$ cat config.mk
export PLATFORM = sky130hd
export DESIGN_NAME = card_number_luhn_check
export DESIGN_NICKNAME = d
export VERILOG_FILES = /design/src/hdl/cnlc_pkg.sv /design/src/hdl/card_number_luhn_check.sv /design/src/hdl/cnlc_bcd.sv /design/src/hdl/cnlc_scan.sv
export SDC_FILE = /design/constraint.sdc
export NUM_CORES = 1
export LEC_CHECK = 0
export ABC_AREA = 1
export BUFFER_PORTS_ARGS = -buffer_cell sky130_fd_sc_hd__buf_2
export CAP_MARGIN = 20
export CORE_UTILIZATION = 40
export CTS_CLUSTER_DIAMETER = 40
export DETAILED_ROUTE_END_ITERATION = 12
export PLACE_DENSITY_LB_ADDON = 0.08
export SLEW_MARGIN = 20
export SYNTH_ARGS = -nofsm -noshare
export SYNTH_HDL_FRONTEND = slang
export SYNTH_HIERARCHICAL = 1
export SYNTH_SLANG_ARGS = --single-unit
$ cat constraint.sdc
create_clock -name clock -period 10.6 [get_ports clock]
set_clock_uncertainty 0.1 [all_clocks]
set_input_delay 0 -clock clock [delete_from_list [all_inputs] [get_ports clock]]
set_output_delay 0 -clock clock [all_outputs]
set_load 0.02 [all_outputs]
$ cat src/hdl/cnlc_pkg.sv
package cnlc_pkg;

   // Input and BCD geometry
   localparam int CARD_W        = 64;
   localparam int DIGIT_W       = 4;
   localparam int NUM_DIGITS    = 20;
   localparam int BCD_W         = NUM_DIGITS * DIGIT_W;
   localparam int BITS_PER_STEP = 4;
   localparam int CONV_STEPS    = CARD_W / BITS_PER_STEP;
   localparam int PAIR_STEPS    = NUM_DIGITS / 2;
   localparam int STEP_CNT_W    = 4;

   // Result field widths
   localparam int COUNT_W  = 5;
   localparam int PREFIX_W = 7;
   localparam int REM_W    = 4;
   localparam int BRAND_W  = 2;

   // Brand rules
   localparam int MAX_DIGITS     = 19;
   localparam int AMEX_DIGITS    = 15;
   localparam int SHORT_DIGITS   = 13;
   localparam int LONG_DIGITS    = 16;
   localparam int AMEX_PREFIX_A  = 34;
   localparam int AMEX_PREFIX_B  = 37;
   localparam int MC_PREFIX_LOW  = 50;
   localparam int MC_PREFIX_HIGH = 56;
   localparam int VISA_PREFIX    = 4;

   // Brand codes
   localparam logic [BRAND_W-1:0] BRAND_INVALID    = 2'd0;
   localparam logic [BRAND_W-1:0] BRAND_AMEX       = 2'd1;
   localparam logic [BRAND_W-1:0] BRAND_MASTERCARD = 2'd2;
   localparam logic [BRAND_W-1:0] BRAND_VISA       = 2'd3;

   typedef logic [DIGIT_W-1:0]  digit_type;
   typedef logic [COUNT_W-1:0]  count_type;
   typedef logic [PREFIX_W-1:0] prefix_type;
   typedef logic [REM_W-1:0]    rem_type;

   // Sequencer commands to the datapath
   typedef struct packed {
      logic load;    // take a new number, clear the scan
      logic conv;    // one double-dabble step
      logic shift;   // move one digit pair into the scan
   } ctl_type;

endpackage

$ cat src/hdl/card_number_luhn_check.sv
// Card number check: each transfer on the req_ channel carries one unsigned
// binary card number; one result follows on the rsp_ channel with the decimal
// digit count, the leading prefix, the Luhn remainder (zero passes) and the
// brand code. From transfer to registered result a number passes through a
// load step, double-dabble steps that convert four bits each, a scan of the
// twenty BCD digits two at a time, and a step that classifies the brand and
// fills the output register. The double-dabble converter and the digit
// scanner serve one number at a time, so req_stall stays high from a transfer
// until that number's result has entered the output register; the next number
// is taken while that result still waits.
module card_number_luhn_check (
   input  logic                              clock,
   input  logic                              reset,
   input  logic                              req_valid,
   output logic                              req_stall,
   input  logic [cnlc_pkg::CARD_W-1:0]       req_card_number,
   output logic                              rsp_valid,
   input  logic                              rsp_stall,
   output logic [cnlc_pkg::COUNT_W-1:0]      rsp_digit_count,
   output logic [cnlc_pkg::PREFIX_W-1:0]     rsp_leading_prefix,
   output logic [cnlc_pkg::REM_W-1:0]        rsp_luhn_remainder,
   output logic [cnlc_pkg::BRAND_W-1:0]      rsp_brand_code
);

   localparam logic [1:0] ST_IDLE = 2'd0;
   localparam logic [1:0] ST_CONV = 2'd1;
   localparam logic [1:0] ST_SCAN = 2'd2;
   localparam logic [1:0] ST_DONE = 2'd3;

   logic [1:0]                      state_ff, state_in;
   logic [cnlc_pkg::STEP_CNT_W-1:0] cnt_ff, cnt_in;
   cnlc_pkg::ctl_type               ctl;
   cnlc_pkg::digit_type             digit_lo, digit_hi;
   cnlc_pkg::count_type             scan_count;
   cnlc_pkg::prefix_type            scan_prefix;
   cnlc_pkg::rem_type               scan_rem;
   logic [cnlc_pkg::BRAND_W-1:0]    brand;
   logic                            out_load;
   logic                            rsp_valid_ff, rsp_valid_in;
   cnlc_pkg::count_type             count_ff;
   cnlc_pkg::prefix_type            prefix_ff;
   cnlc_pkg::rem_type               rem_ff;
   logic [cnlc_pkg::BRAND_W-1:0]    brand_ff;

   assign req_stall = (state_ff != ST_IDLE);
   assign out_load  = (state_ff == ST_DONE) && (!rsp_valid_ff || !rsp_stall);

   // Sequencer
   always_comb begin
      state_in  = state_ff;
      cnt_in    = cnt_ff;
      ctl.load  = 1'b0;
      ctl.conv  = 1'b0;
      ctl.shift = 1'b0;
      case (state_ff)
         ST_IDLE: begin
            if (req_valid) begin
               ctl.load = 1'b1;
               cnt_in   = '0;
               state_in = ST_CONV;
            end
         end
         ST_CONV: begin
            ctl.conv = 1'b1;
            cnt_in   = cnt_ff + 1'b1;
            if (cnt_ff == cnlc_pkg::STEP_CNT_W'(cnlc_pkg::CONV_STEPS - 1)) begin
               cnt_in   = '0;
               state_in = ST_SCAN;
            end
         end
         ST_SCAN: begin
            ctl.shift = 1'b1;
            cnt_in    = cnt_ff + 1'b1;
            if (cnt_ff == cnlc_pkg::STEP_CNT_W'(cnlc_pkg::PAIR_STEPS - 1)) begin
               state_in = ST_DONE;
            end
         end
         ST_DONE: begin
            if (out_load) begin
               state_in = ST_IDLE;
            end
         end
         default: begin
            state_in = ST_IDLE;
         end
      endcase
   end

   always_ff @(posedge clock) begin
      if (reset) begin
         state_ff <= ST_IDLE;
         cnt_ff   <= '0;
      end else begin
         state_ff <= state_in;
         cnt_ff   <= cnt_in;
      end
   end

   cnlc_bcd u_bcd (
      .clock       (clock),
      .ctl         (ctl),
      .card_number (req_card_number),
      .digit_lo    (digit_lo),
      .digit_hi    (digit_hi)
   );

   cnlc_scan u_scan (
      .clock          (clock),
      .reset          (reset),
      .ctl            (ctl),
      .digit_lo       (digit_lo),
      .digit_hi       (digit_hi),
      .digit_count    (scan_count),
      .leading_prefix (scan_prefix),
      .luhn_remainder (scan_rem)
   );

   // Classify the brand; only a passing checksum within the length limit counts
   always_comb begin
      brand = cnlc_pkg::BRAND_INVALID;
      if (scan_rem == '0 && scan_count <= cnlc_pkg::COUNT_W'(cnlc_pkg::MAX_DIGITS)) begin
         if (scan_count == cnlc_pkg::COUNT_W'(cnlc_pkg::AMEX_DIGITS)) begin
            if (scan_prefix == cnlc_pkg::PREFIX_W'(cnlc_pkg::AMEX_PREFIX_A) ||
                scan_prefix == cnlc_pkg::PREFIX_W'(cnlc_pkg::AMEX_PREFIX_B)) begin
               brand = cnlc_pkg::BRAND_AMEX;
            end
         end else if (scan_count == cnlc_pkg::COUNT_W'(cnlc_pkg::SHORT_DIGITS) ||
                      scan_count == cnlc_pkg::COUNT_W'(cnlc_pkg::LONG_DIGITS)) begin
            if (scan_prefix > cnlc_pkg::PREFIX_W'(cnlc_pkg::MC_PREFIX_LOW) &&
                scan_prefix < cnlc_pkg::PREFIX_W'(cnlc_pkg::MC_PREFIX_HIGH)) begin
               brand = cnlc_pkg::BRAND_MASTERCARD;
            end else if (scan_prefix == cnlc_pkg::PREFIX_W'(cnlc_pkg::VISA_PREFIX)) begin
               brand = cnlc_pkg::BRAND_VISA;
            end
         end
      end
   end

   // Output register: fill on load, drop after the transfer, hold while stalled
   always_comb begin
      rsp_valid_in = rsp_valid_ff;
      if (out_load) begin
         rsp_valid_in = 1'b1;
      end else if (!rsp_stall) begin
         rsp_valid_in = 1'b0;
      end
   end

   always_ff @(posedge clock) begin
      if (reset) begin
         rsp_valid_ff <= 1'b0;
      end else begin
         rsp_valid_ff <= rsp_valid_in;
      end
      if (out_load) begin
         count_ff  <= scan_count;
         prefix_ff <= scan_prefix;
         rem_ff    <= scan_rem;
         brand_ff  <= brand;
      end
   end

   assign rsp_valid          = rsp_valid_ff;
   assign rsp_digit_count    = count_ff;
   assign rsp_leading_prefix = prefix_ff;
   assign rsp_luhn_remainder = rem_ff;
   assign rsp_brand_code     = brand_ff;

endmodule

$ cat src/hdl/cnlc_bcd.sv
// Binary to BCD converter (double dabble, several bits per cycle) that then
// shifts its digits out from the low end, two per cycle.
module cnlc_bcd (
   input  logic                             clock,
   input  cnlc_pkg::ctl_type                ctl,
   input  logic [cnlc_pkg::CARD_W-1:0]      card_number,
   output cnlc_pkg::digit_type              digit_lo,
   output cnlc_pkg::digit_type              digit_hi
);

   logic [cnlc_pkg::CARD_W-1:0] bin_ff, bin_in;
   logic [cnlc_pkg::BCD_W-1:0]  bcd_ff, bcd_in;
   logic [cnlc_pkg::CARD_W-1:0] step_bin;
   logic [cnlc_pkg::BCD_W-1:0]  step_bcd;

   // Run the add-3 and shift sequence for one group of input bits
   always_comb begin
      step_bin = bin_ff;
      step_bcd = bcd_ff;
      for (int s = 0; s < cnlc_pkg::BITS_PER_STEP; s++) begin
         for (int n = 0; n < cnlc_pkg::NUM_DIGITS; n++) begin
            if (step_bcd[n*cnlc_pkg::DIGIT_W +: cnlc_pkg::DIGIT_W] >= 4'd5) begin
               step_bcd[n*cnlc_pkg::DIGIT_W +: cnlc_pkg::DIGIT_W] =
                  step_bcd[n*cnlc_pkg::DIGIT_W +: cnlc_pkg::DIGIT_W] + 4'd3;
            end
         end
         step_bcd = {step_bcd[cnlc_pkg::BCD_W-2:0], step_bin[cnlc_pkg::CARD_W-1]};
         step_bin = {step_bin[cnlc_pkg::CARD_W-2:0], 1'b0};
      end
   end

   // Load, convert, or drop the low digit pair
   always_comb begin
      bin_in = bin_ff;
      bcd_in = bcd_ff;
      if (ctl.load) begin
         bin_in = card_number;
         bcd_in = '0;
      end else if (ctl.conv) begin
         bin_in = step_bin;
         bcd_in = step_bcd;
      end else if (ctl.shift) begin
         bcd_in = {{(2*cnlc_pkg::DIGIT_W){1'b0}},
                   bcd_ff[cnlc_pkg::BCD_W-1:2*cnlc_pkg::DIGIT_W]};
      end
   end

   always_ff @(posedge clock) begin
      bin_ff <= bin_in;
      bcd_ff <= bcd_in;
   end

   assign digit_lo = bcd_ff[cnlc_pkg::DIGIT_W-1:0];
   assign digit_hi = bcd_ff[2*cnlc_pkg::DIGIT_W-1:cnlc_pkg::DIGIT_W];

endmodule

$ cat src/hdl/cnlc_scan.sv
// Digit pair scanner: running Luhn remainder, digit count and leading digits.
// The low digit of each pair sits at an even position from the right, the
// high digit at an odd one and is doubled.
module cnlc_scan (
   input  logic                  clock,
   input  logic                  reset,
   input  cnlc_pkg::ctl_type     ctl,
   input  cnlc_pkg::digit_type   digit_lo,
   input  cnlc_pkg::digit_type   digit_hi,
   output cnlc_pkg::count_type   digit_count,
   output cnlc_pkg::prefix_type  leading_prefix,
   output cnlc_pkg::rem_type     luhn_remainder
);

   logic [cnlc_pkg::STEP_CNT_W-1:0] pos_ff, pos_in;
   cnlc_pkg::count_type             count_ff, count_in;
   cnlc_pkg::digit_type             top_ff, top_in;
   cnlc_pkg::digit_type             below_ff, below_in;
   cnlc_pkg::digit_type             prev_hi_ff, prev_hi_in;
   cnlc_pkg::rem_type               rem_ff, rem_in;
   cnlc_pkg::digit_type             hi_dbl;
   logic [4:0]                      pair_sum;
   cnlc_pkg::count_type             base;
   logic [cnlc_pkg::PREFIX_W-1:0]   top_x10;

   // Double the odd-position digit, folding two-digit results
   always_comb begin
      if (digit_hi >= 4'd5) begin
         hi_dbl = cnlc_pkg::digit_type'({digit_hi, 1'b0} - 5'd9);
      end else begin
         hi_dbl = cnlc_pkg::digit_type'({digit_hi, 1'b0});
      end
   end

   assign pair_sum = 5'(rem_ff) + 5'(digit_lo) + 5'(hi_dbl);
   assign base     = cnlc_pkg::count_type'({pos_ff, 1'b0});

   always_comb begin
      pos_in     = pos_ff;
      count_in   = count_ff;
      top_in     = top_ff;
      below_in   = below_ff;
      prev_hi_in = prev_hi_ff;
      rem_in     = rem_ff;
      if (ctl.load) begin
         pos_in     = '0;
         count_in   = 5'd1;
         top_in     = '0;
         below_in   = '0;
         prev_hi_in = '0;
         rem_in     = '0;
      end else if (ctl.shift) begin
         pos_in     = pos_ff + 1'b1;
         prev_hi_in = digit_hi;
         // Fold the running sum back below ten
         if (pair_sum >= 5'd20) begin
            rem_in = cnlc_pkg::rem_type'(pair_sum - 5'd20);
         end else if (pair_sum >= 5'd10) begin
            rem_in = cnlc_pkg::rem_type'(pair_sum - 5'd10);
         end else begin
            rem_in = cnlc_pkg::rem_type'(pair_sum);
         end
         // Track the highest nonzero digit and the one under it
         if (digit_hi != '0) begin
            count_in = base + 5'd2;
            top_in   = digit_hi;
            below_in = digit_lo;
         end else if (digit_lo != '0) begin
            count_in = base + 5'd1;
            top_in   = digit_lo;
            below_in = prev_hi_ff;
         end
      end
   end

   always_ff @(posedge clock) begin
      if (reset) begin
         pos_ff <= '0;
      end else begin
         pos_ff <= pos_in;
      end
      count_ff   <= count_in;
      top_ff     <= top_in;
      below_ff   <= below_in;
      prev_hi_ff <= prev_hi_in;
      rem_ff     <= rem_in;
   end

   // Two-digit prefix for leading 3 or 5 when a second digit exists
   assign top_x10 = cnlc_pkg::prefix_type'({top_ff, 3'b000}) +
                    cnlc_pkg::prefix_type'({top_ff, 1'b0});

   always_comb begin
      if ((top_ff == 4'd3 || top_ff == 4'd5) && count_ff >= 5'd2) begin
         leading_prefix = top_x10 + cnlc_pkg::prefix_type'(below_ff);
      end else begin
         leading_prefix = cnlc_pkg::prefix_type'(top_ff);
      end
   end

   assign digit_count    = count_ff;
   assign luhn_remainder = rem_ff;

endmodule

==> key figures, run 1 <==
Floorplanning
  – Die Width: 211.2 um
  – Die boundary height: 211.2 um
  – Io pins: 88
  – Placeable core region: 43,170 sq um
  – Total Die Area: 44,610 sq um
  – Initial core utilization: 0.4056
  – Row cnt: 76

STA
  – Setup Total Neg Slack: 0 ns
  – Final hold violation count: 0
  – Final period util: 0.3702
  – Pin slew with the least headroom to its limit: 1.038 ns
  – Final worst path period need: 3.924 ns
  – Number of pins exceeding their max-slew limit in the final report: 0
  – Worst max-slew margin expressed relative to the limit: 0.3080
  – Setup repair after global routing missed its margin: false
  – Final count of negative-setup-slack endpoints: 0
  – Tightest hold margin: 0.1998 ns
  – Max Freq: 254.8 MHz

Logic synthesis
  – Number of distinct library cells after synthesis: 53
  – Sequential-to-total area share from yosys stat: 0.2687
  – Area of the mapped netlist: 17,510 sq um
  – Async SR Flop Fraction: 0
  – Number of enable flip-flop cells after synthesis: 82
  – Avg Inst Size Synth: 6.673 sq um
  – Gate count after technology mapping: 2,624
  – Synthesized net count: 2,803
  – Synth warn: 6
  – Flip-flop cell with the highest count after synthesis: dfxtp_1
  – Flops & latches, synth: 194

Worst setup path
  – Critical path fanouts, max: 6
  – Startpoint type of the worst setup path: register
  – Crit. End Element: register
  – Startpoint of the most critical setup path: u_bcd/bcd_ff[4]
  – Reg-to-reg critical path startpoint: u_bcd/bcd_ff[4]
  – Required @ worst endpoint: 10.85 ns
  – Category of the most critical setup path: register to register
  – Worst reg2reg path depth: 20
  – Worst Path Arrival: 4.18 ns
  – Flop2flop setup slack: 6.68 ns
  – Endpoint of the worst register-to-register path: u_scan/luhn_remainder[1]

Detailed routing
  – Highest routing layer actually used: met4
  – Vias per cell: 5.006
  – Number of vias after detailed routing: 16,710
  – Met3 layer wire length in the routed design: 983 um
  – Number of search-and-repair iterations in the first detailed-routing pass: 7
  – Post-route DRC: 0
  – Final wirelength: 44.52 mm
  – Number of antenna-violating nets in the routed design: 0
  – Wire length per cell: 13.34 um
  – Number of DRC markers after the initial detailed-route iteration: 844
  – Met1 routed wirelength after detailed routing: 21.77 mm
  – Detail Route met2 WL: 21.32 mm

Clocking
  – TritonCTS clock tree: done
  – Number of H-tree branching levels: 4
  – Sink count of the clock tree: 194
  – CTS Buf Count: 17
  – Clock slew at reported path FFs: 0.08 ns
  – Skew-Pair Late Insertion Delay: 0.46 ns
  – Maximum root-to-sink buffer count: 2
  – Root buffer cell: clkbuf_16

Placement
  – PortBufs: 87
  – Detail Placement HPWL: 32.82 mm
  – Placer congestion estimate: 0.8549
  – Post-placement cell count: 3,236

GRT
  – Global-route usage over all layers: 0.2029
  – Remaining global-route overflow: 0
  – Maximum number of pins on one net before global-route repair: 96
  – Initial antenna violation count: 0
  – Number of global-route vias before repair: 15,950
  – First-pass GRT wire length: 74.80 mm

Finish
  – Growth of design area from synthesis to finish: 12.60%
  – Nets@finish: 2,917
  – Share of final-layout standard cells stronger than drive strength 1: 0.1578
  – Non-filler instance count after layout: 3,337

Outcome
  – Status: finished, final reports clean

Job
  – Max-cap violations: 0

Worst hold path
  – Number of cells on the worst hold path: 3
  – Hold path startpoint: reset
  – Capture endpoint of the worst hold path: cnt_ff[3]
  – HP Class: input pin to register
## worst max-delay path by stage
stage                                           to  cells past startpoint
after global placement    u_scan/luhn_remainder[1]                     20
after global routing      u_scan/luhn_remainder[1]                     20
after detailed placement  u_scan/luhn_remainder[1]                     20
final                     u_scan/luhn_remainder[1]                     20
after floorplan           u_scan/luhn_remainder[1]                     21
after CTS                 u_scan/luhn_remainder[1]                     20
## state kept, by name, indices dropped and copies added, names as in the netlist
register and flops:
cnt_ff 4, rsp_brand_code 2, rsp_digit_count 5, rsp_leading_prefix 7, rsp_luhn_remainder 4, rsp_valid 1
state_ff 2, u_bcd/bcd_ff 80, u_bcd/bin_ff 64, u_scan/below_ff 4, u_scan/digit_count 5, u_scan/luhn_remainder 4
u_scan/pos_ff 4, u_scan/prev_hi_ff 4, u_scan/top_ff 4
## worst max-delay path: stages (launching register included)
cell	delay, ns
dfxtp_1	0.43
inv_1	0.13
ha_1	0.25
or2_2	0.31
nand2_1	0.15
xor2_1	0.19
fa_1	0.43
inv_1	0.07
ha_1	0.19
fa_1	0.47
inv_1	0.15
ha_1	0.17
inv_1	0.05
o21ai_0	0.15
nand2_1	0.10
nand3_1	0.12
nand2_1	0.08
nand2_1	0.06
nand2_1	0.05
o21ai_1	0.13
inv_1	0.05
## per-stage QoR
step | setup slack [ns] | utilization | cell area [sq um]
final | 6.676 | 0.4567 | 19720
after global routing | 6.363 | 0.4566 | 19710
after CTS | 6.689 | 0.4566 | 19710
after detailed placement | 6.726 | 0.4273 | 18450
after global placement | 6.827 | 0.4273 | 18450
after floorplan | 7.037 | - | 17510
## cells in the mapped netlist, types with 6 or more instances
library cell,count,share of area
nand2_1,836,0.18
o21ai_1,29,0.0083
dfxtp_1,112,0.13
nand3b_1,12,0.0051
edfxtp_1,82,0.14
o21bai_1,9,0.0039
nand3_1,248,0.071
nand2_4,22,0.014
and2_1,8,0.0029
a31o_2,12,0.0060
o21ai_0,134,0.038
ha_1,104,0.074
nand3_2,67,0.038
nor2_1,51,0.011
a21o_1,15,0.0064
nand2_2,119,0.043
fa_1,7,0.0080
clkbuf_1,48,0.010
xor2_1,20,0.010
a21oi_1,102,0.029
nand4_1,73,0.026
inv_1,379,0.081
a21oi_2,14,0.0070
nand3_4,6,0.0060
and2_4,13,0.0065
a221oi_1,10,0.0050
o21ai_2,25,0.013
buf_4,9,0.0039
## layout make-up
cell class / count / area [sq um]
clock inverter: 13 / 147.6
tap: 585 / 732.0
fill: 4464 / 23460
inverter: 385 / 1449
timing repair buffer: 163 / 1176
antenna: 1 / 2.502
sequential: 194 / 4705
multi-input combinational: 1977 / 11070
clock buffer: 19 / 432.9
## timing repair
item | CTS | global route
hold buffers | 68 | 0
setup endpoints to repair | 0 | 0
hold endpoints to repair | 93 | 0
resized for setup | 0 | 0
buffers inserted | 0 | 0
## kinds of logic after synthesis
| logic type | synth area share |
|---|---|
| simple gates | 0.4087 |
| xor+xnor | 0.01293 |
| buf+inv | 0.1003 |
| flops | 0.2687 |
| fa+ha+maj | 0.08232 |
| compound gates | 0.1271 |
## metal layers
layer	vias to the layer above	GRT usage
met5	-	0
met1	7722	0.2666
met3	33	0.02676
met4	0	0.04648
li1	8784	-
met2	166	0.3510
## layout by cell type (no fill, tap or decap), types with 8 or more instances in the layout
cell type,Yosys,final
a21o_1,15,15
a21oi_1,102,101
a21oi_2,14,15
a221oi_1,10,10
a31o_2,12,12
and2_1,8,8
and2_4,13,13
buf_2,4,87
buf_4,9,8
clkbuf_16,0,17
dfxtp_1,112,112
dlygate4sd3_1,0,68
edfxtp_1,82,82
ha_1,104,102
inv_1,379,375
nand2_1,836,835
nand2_2,119,120
nand2_4,22,22
nand3_1,248,248
nand3_2,67,67
nand3b_1,12,12
nand4_1,73,73
nor2_1,51,49
o21ai_0,134,134
o21ai_1,29,29
o21ai_2,25,25
o21bai_1,9,9
xor2_1,20,20
Power of run 1 is not shown: default switching activity piles up to over one toggle a cycle in this logic, so the estimate is an artifact.
==> run 2, diff against run 1 <==
- clock period: 10.6 -> 4.03 ns (I/O delays scaled with it)
==> run 2 against run 1 <==
Cell count grew 0.12%. Final area grew 0.23%. Clock-buffer cell count shrank 1. First-iteration DRC count grew 3.0%. Wire length grew 1.2%. Non-clock buffer count grew 5.
==> key figures, run 2 (synthesis results as in run 1) <==
Outcome
  – Status: finished, final reports clean (unchanged)

Floorplanning
  – Die boundary height: 211.2 um (unchanged)
  – Total Die Area: 44,610 sq um (unchanged)
  – Initial core utilization: 0.4056 (unchanged)
  – Io pins: 88 (unchanged)
  – Die Width: 211.2 um (unchanged)
  – Row cnt: 76 (unchanged)
  – Placeable core region: 43,170 sq um (unchanged)

GRT
  – Number of global-route vias before repair: 15,670 (was 15,950)
  – Global-route track usage on met2: 0.3460 (was 0.3510)
  – Global-route track usage on met3: 0.02364 (was 0.02676)
  – Initial antenna violation count: 0 (unchanged)
  – Maximum number of pins on one net before global-route repair: 131 (was 96)
  – Met1 Resource Use GR: 0.2729 (was 0.2666)
  – Global route hottest layer: met2 (unchanged)
  – Remaining global-route overflow: 0 (unchanged)
  – Global-route usage over all layers: 0.2024 (was 0.2029)
  – First-pass GRT wire length: 74.50 mm (was 74.80 mm)

Placement
  – Placer congestion estimate: 0.8793 (was 0.8549)
  – PortBufs: 87 (unchanged)
  – Detail Placement HPWL: 33.18 mm (was 32.82 mm)
  – Cell area after placement: 18,500 sq um (was 18,450 sq um)

Clocking
  – Sink count of the clock tree: 194 (unchanged)
  – Root buffer cell: clkbuf_16 (unchanged)
  – CTS Buf Count: 17 (unchanged)
  – Skew-Pair Late Insertion Delay: 0.45 ns (was 0.46 ns)
  – TritonCTS clock tree: done (unchanged)
  – Maximum root-to-sink buffer count: 2 (unchanged)
  – Post-CTS Repair Setup Buffers: 0 (unchanged)
  – Number of H-tree branching levels: 4 (unchanged)
  – Clock slew at reported path FFs: 0.07 ns (was 0.08 ns)

Detailed routing
  – Number of search-and-repair iterations in the first detailed-routing pass: 5 (was 7)
  – Vias per cell: 5.025 (was 5.006)
  – Number of vias after detailed routing: 16,790 (was 16,710)
  – Post-route DRC: 0 (unchanged)
  – Number of DRC markers after the initial detailed-route iteration: 869 (was 844)
  – Final wirelength: 45.08 mm (was 44.52 mm)
  – Number of antenna-violating nets in the routed design: 0 (unchanged)
  – Wire length per cell: 13.49 um (was 13.34 um)

Worst hold path
  – Number of cells on the worst hold path: 3 (unchanged)
  – Hold path startpoint: reset (unchanged)
  – Capture endpoint of the worst hold path: cnt_ff[1] (was cnt_ff[3])
  – HP Class: input pin to register (unchanged)

Finish
  – End-of-flow core utilization: 0.4577 (was 0.4567)
  – Commonest non-fill, non-tap cell in the layout: nand2_1 (unchanged)
  – Final Cell Area: 19,760 sq um (was 19,720 sq um)
  – Growth of design area from synthesis to finish: 12.86% (was 12.60%)
  – Number of flip-flops in the largest register: 80 (unchanged)
  – Share of final-layout standard cells stronger than drive strength 1: 0.1604 (was 0.1578)
  – Diode insertion count for antenna repair: 0 (was 1)
  – Highest-count cells in the layout ignoring fill and taps: nand2_1, inv_1, nand3_1, o21ai_0, nand2_2 (unchanged)
  – Nets@finish: 2,922 (was 2,917)
  – Reg with most FFs: u_bcd/bcd_ff (unchanged)

STA
  – Setup repair after global routing missed its margin: false (unchanged)
  – Worst max-slew margin expressed relative to the limit: 0.3456 (was 0.3080)
  – Pin slew with the least headroom to its limit: 0.9815 ns (was 1.038 ns)
  – Max Freq: 269.0 MHz (was 254.8 MHz)
  – Setup Total Neg Slack: 0 ns (unchanged)
  – Final hold violation count: 0 (unchanged)
  – Final period util: 0.9224 (was 0.3702)
  – Final count of negative-setup-slack endpoints: 0 (unchanged)
  – Number of pins exceeding their max-slew limit in the final report: 0 (unchanged)
  – Final worst path period need: 3.717 ns (was 3.924 ns)

Worst setup path
  – CP max-delay cell: fa_1 (unchanged)
  – Max incr delay on CP: 0.48 ns (was 0.47 ns)
  – Worst reg2reg path depth: 20 (unchanged)
  – Endpoint of the worst register-to-register path: u_scan/luhn_remainder[1] (unchanged)
  – Startpoint type of the worst setup path: register (unchanged)
  – Sequence of cells on the critical path: inv_1 -> ha_1 -> or2_2 -> nand2_2 -> xor2_1 -> fa_1 -> inv_1 -> ha_1 -> fa_1 -> inv_2 -> ha_1 -> inv_1 -> o21ai_0 -> nand2_1 -> nand3_1 -> nand2_1 -> nand2_1 -> nand2_1 -> o21ai_1 -> inv_1 (was inv_1 -> ha_1 -> or2_2 -> nand2_1 -> xor2_1 -> fa_1 -> inv_1 -> ha_1 -> fa_1 -> inv_1 -> ha_1 -> inv_1 -> o21ai_0 -> nand2_1 -> nand3_1 -> nand2_1 -> nand2_1 -> nand2_1 -> o21ai_1 -> inv_1)
  – Critical path fanouts, max: 6 (unchanged)
  – Crit. End Element: register (unchanged)
  – Category of the most critical setup path: register to register (unchanged)
  – Flop2flop setup slack: 0.31 ns (was 6.68 ns)
  – Required @ worst endpoint: 4.28 ns (was 10.85 ns)
  – Reg-to-reg critical path startpoint: u_bcd/bcd_ff[4] (unchanged)
  – Worst Path Arrival: 3.96 ns (was 4.18 ns)

Job
  – Max-cap violations: 0 (unchanged)
run 2: cell count changes in the layout (fill, tap and decap cells not counted), sizes merged:
cell,previous run,this run
buf,95,100
bufinv,2,0
clkbuf,19,18
clkinv,6,7
diode,1,0
inv,388,390
run 2: cell type report:
class                           instances  area (sq um)
Clock buffer                           18         429.2
Clock inverter                         14         146.4
Fill cell                            4467         23410
Inverter                              385          1449
Multi-Input combinational cell       1977         11070
Sequential cell                       194          4707
Tap cell                              585         732.0
Timing Repair Buffer                  168          1226
run 2: worst max path at each step:
| stage | to | startpoint | cells after the start | slack [ns] |
|---|---|---|---|---|
| after floorplan | u_scan/luhn_remainder[1] | u_bcd/bcd_ff[4] | 21 | 0.47 |
| after global routing | u_scan/luhn_remainder[1] | u_bcd/bcd_ff[4] | 20 | 0.03 |
| after detailed placement | u_scan/luhn_remainder[1] | u_bcd/bcd_ff[4] | 20 | 0.18 |
| final | u_scan/luhn_remainder[1] | u_bcd/bcd_ff[4] | 20 | 0.31 |
| after global placement | u_scan/luhn_remainder[1] | u_bcd/bcd_ff[4] | 20 | 0.28 |
| after CTS | u_scan/luhn_remainder[1] | u_bcd/bcd_ff[4] | 20 | 0.18 |
run 2: timing repair:
action / in CTS / in global routing
hold buffers: 68 / 0
hold endpoints to repair: 93 / 0
resized for setup: 0 / 4
endpoints found under the setup margin: 0 / 5
run 2: worst max-delay path, delay by kind of cell, from the launching register on:
family	cells	cell delay, ns
compound gates	2	0.26
xor+xnor	1	0.18
fa+ha+maj	5	1.51
buf+inv	5	0.36
flops	1	0.38
simple gates	7	0.81
run 2: per-stage QoR:
stage / std cells / hold slack, ns / setup WS (ns)
2_1_floorplan: 2624 / -0.03093 / 0.4669
3_3_place_gp: 3241 / 0.1599 / 0.2803
3_5_place_dp: 3241 / 0.1599 / 0.1835
4_1_cts: 3341 / 0.2056 / 0.1770
5_1_grt: 3341 / 0.2369 / 0.02568
6_report: 3341 / 0.2407 / 0.3126
run 2: per-layer routing:
layer,part of all wire,vias up,routed length [um]
li1,-,8814,-
met3,0.024,27,1088
met1,0.49,7745,22050
met4,0.0098,0,442
met5,0,-,0
met2,0.48,202,21510
Power of run 2 is left out for the same reason.
==> run 3, diff against run 2 <==
--- a/config.mk
+++ b/config.mk
@@ -9,4 +9,5 @@
 export BUFFER_PORTS_ARGS = -buffer_cell sky130_fd_sc_hd__buf_2
 export CAP_MARGIN = 20
+export CORE_ASPECT_RATIO = 1.4
 export CORE_UTILIZATION = 40
 export CTS_CLUSTER_DIAMETER = 40
--- a/constraint.sdc
+++ b/constraint.sdc
@@ -3,3 +3,3 @@
 set_input_delay 0 -clock clock [delete_from_list [all_inputs] [get_ports clock]]
 set_output_delay 0 -clock clock [all_outputs]
-set_load 0.02 [all_outputs]
+set_load 0.005 [all_outputs]
==> run 3 against run 2 <==
Worst setup slack better by 0.031 ns. Cell count is 0.96% lower. Critical path depth stayed put. Maximum frequency is 0.84% higher. Sequential share of layout area hardly changed. Sequential cell count stayed put. First-iteration DRC count is 13% lower. Via count is 0.45% higher.
==> key figures, run 3 (synthesis results as in run 1) <==
Floorplanning
  – Total Die Area: 44,630 sq um (was 44,610 sq um)
  – Die Width: 178.8 um (was 211.2 um)
  – Io pins: 88 (unchanged)
  – Placeable core region: 43,130 sq um (was 43,170 sq um)
  – Die boundary height: 249.6 um (was 211.2 um)
  – Initial core utilization: 0.4060 (was 0.4056)
  – Row cnt: 90 (was 76)

Detailed routing
  – Number of search-and-repair iterations in the first detailed-routing pass: 5 (unchanged)
  – Post-route DRC: 0 (unchanged)
  – Number of DRC markers after the initial detailed-route iteration: 752 (was 869)
  – Vias per cell: 5.096 (was 5.025)
  – Wire length per cell: 13.67 um (was 13.49 um)
  – Number of vias after detailed routing: 16,860 (was 16,790)
  – Final wirelength: 45.24 mm (was 45.08 mm)
  – Number of antenna-violating nets in the routed design: 0 (unchanged)

Worst setup path
  – Crit. End Element: register (unchanged)
  – Category of the most critical setup path: register to register (unchanged)
  – Required @ worst endpoint: 4.29 ns (was 4.28 ns)
  – Worst Path Arrival: 3.95 ns (was 3.96 ns)
  – Critical path fanouts, max: 6 (unchanged)
  – Startpoint type of the worst setup path: register (unchanged)

GRT
  – Global-route track usage on met3: 0.01889 (was 0.02364)
  – Initial antenna violation count: 0 (unchanged)
  – Met1 Resource Use GR: 0.2351 (was 0.2729)
  – Maximum number of pins on one net before global-route repair: 88 (was 131)
  – Global-route track usage on met2: 0.3961 (was 0.3460)
  – Number of global-route vias before repair: 16,200 (was 15,670)
  – Remaining global-route overflow: 0 (unchanged)
  – Global-route usage over all layers: 0.2069 (was 0.2024)
  – First-pass GRT wire length: 75.28 mm (was 74.50 mm)
  – Global route hottest layer: met2 (unchanged)

Finish
  – End-of-flow core utilization: 0.4581 (was 0.4577)
  – Diode insertion count for antenna repair: 0 (unchanged)
  – Number of flip-flops in the largest register: 80 (unchanged)
  – Share of final-layout standard cells stronger than drive strength 1: 0.1607 (was 0.1604)
  – Reg with most FFs: u_bcd/bcd_ff (unchanged)
  – Growth of design area from synthesis to finish: 12.85% (was 12.86%)
  – Commonest non-fill, non-tap cell in the layout: nand2_1 (unchanged)
  – Highest-count cells in the layout ignoring fill and taps: nand2_1, inv_1, nand3_1, o21ai_0, nand2_2 (unchanged)
  – Nets@finish: 2,923 (was 2,922)

Worst hold path
  – HP Class: input pin to register (unchanged)

Placement
  – PortBufs: 87 (unchanged)
  – Placer congestion estimate: 0.8492 (was 0.8793)
  – Worst slack after detailed placement: 0.1787 ns (was 0.1835 ns)
  – Detail Placement HPWL: 33.59 mm (was 33.18 mm)

Clocking
  – Post-CTS Repair Setup Buffers: 0 (unchanged)
  – Sink count of the clock tree: 194 (unchanged)
  – Root buffer cell: clkbuf_16 (unchanged)
  – Skew-Pair Late Insertion Delay: 0.46 ns (was 0.45 ns)
  – Maximum root-to-sink buffer count: 2 (unchanged)
  – Clock slew at reported path FFs: 0.09 ns (was 0.07 ns)
  – CTS Buf Count: 17 (unchanged)
  – TritonCTS clock tree: done (unchanged)
  – Number of H-tree branching levels: 4 (unchanged)

STA
  – Setup Total Neg Slack: 0 ns (unchanged)
  – Final count of negative-setup-slack endpoints: 0 (unchanged)
  – Pin slew with the least headroom to its limit: 1.092 ns (was 0.9815 ns)
  – Max Freq: 271.3 MHz (was 269.0 MHz)
  – Number of pins exceeding their max-slew limit in the final report: 0 (unchanged)
  – Smallest setup slack after layout: 0.3434 ns (was 0.3126 ns)
  – Setup repair after global routing missed its margin: false (unchanged)
  – Final worst path period need: 3.687 ns (was 3.717 ns)
  – Final period util: 0.9148 (was 0.9224)
  – Final hold violation count: 0 (unchanged)
  – Worst max-slew margin expressed relative to the limit: 0.2692 (was 0.3456)

Outcome
  – Status: finished, final reports clean (unchanged)

Job
  – Max-cap violations: 0 (unchanged)
## run 3: cell type report
cell class	instances	area (sq um)
fillers	4434	23370
multi-input cells	1977	11070
flip-flops and latches	194	4708
inverters	385	1449
repair buffers	169	1234
well taps	552	690.7
clock buffers	18	439.2
clock inverters	14	165.2
## run 3: critical path, stage by stage, from the launching register on
cell	delay, ns
dfxtp_4	0.38
inv_1	0.08
ha_1	0.23
or2_2	0.32
nand2_2	0.11
xor2_1	0.18
fa_1	0.44
inv_1	0.07
ha_2	0.20
fa_1	0.47
inv_1	0.14
ha_1	0.15
inv_1	0.03
o21ai_0	0.13
nand2_1	0.09
nand3_1	0.10
nand2_1	0.08
nand2_1	0.06
nand2_1	0.04
o21ai_1	0.13
inv_1	0.05
## run 3: path summary, 6_finish.rpt
kind / slack, ns / to / cells after the start / start
hold / removal: 0.22 / u_bcd/bin_ff[3] / 4 / req_card_number[3]
setup reg to reg: 0.34 / u_scan/luhn_remainder[1] / 20 / u_bcd/bcd_ff[4]
setup / recovery: 0.34 / u_scan/luhn_remainder[1] / 20 / u_bcd/bcd_ff[4]
hold reg to reg: 0.36 / u_scan/below_ff[1] / 2 / u_scan/below_ff[1]
## run 3: through the flow
stage               cells  hold WS, ns  area (sq um)
global placement     3209       0.1589         18470
floorplan            2624     -0.03093         17510
global route         3309       0.2257         19760
finish               3309       0.2230         19760
detailed placement   3209       0.1617         18470
CTS                  3309       0.1842         19750
## run 3: repair_timing
item | 4_1_cts | 5_1_grt
resized for setup | 0 | 4
endpoints found under the hold margin | 99 | 0
setup endpoints to repair | 0 | 2
hold buffers | 68 | 0
## run 3: metal layers
layer	part of all wire	vias to the layer above
met4	0.017	0
met5	0	-
met3	0.019	40
li1	-	8813
met1	0.43	7813
met2	0.54	197
Power of run 3 is left out for the same reason.
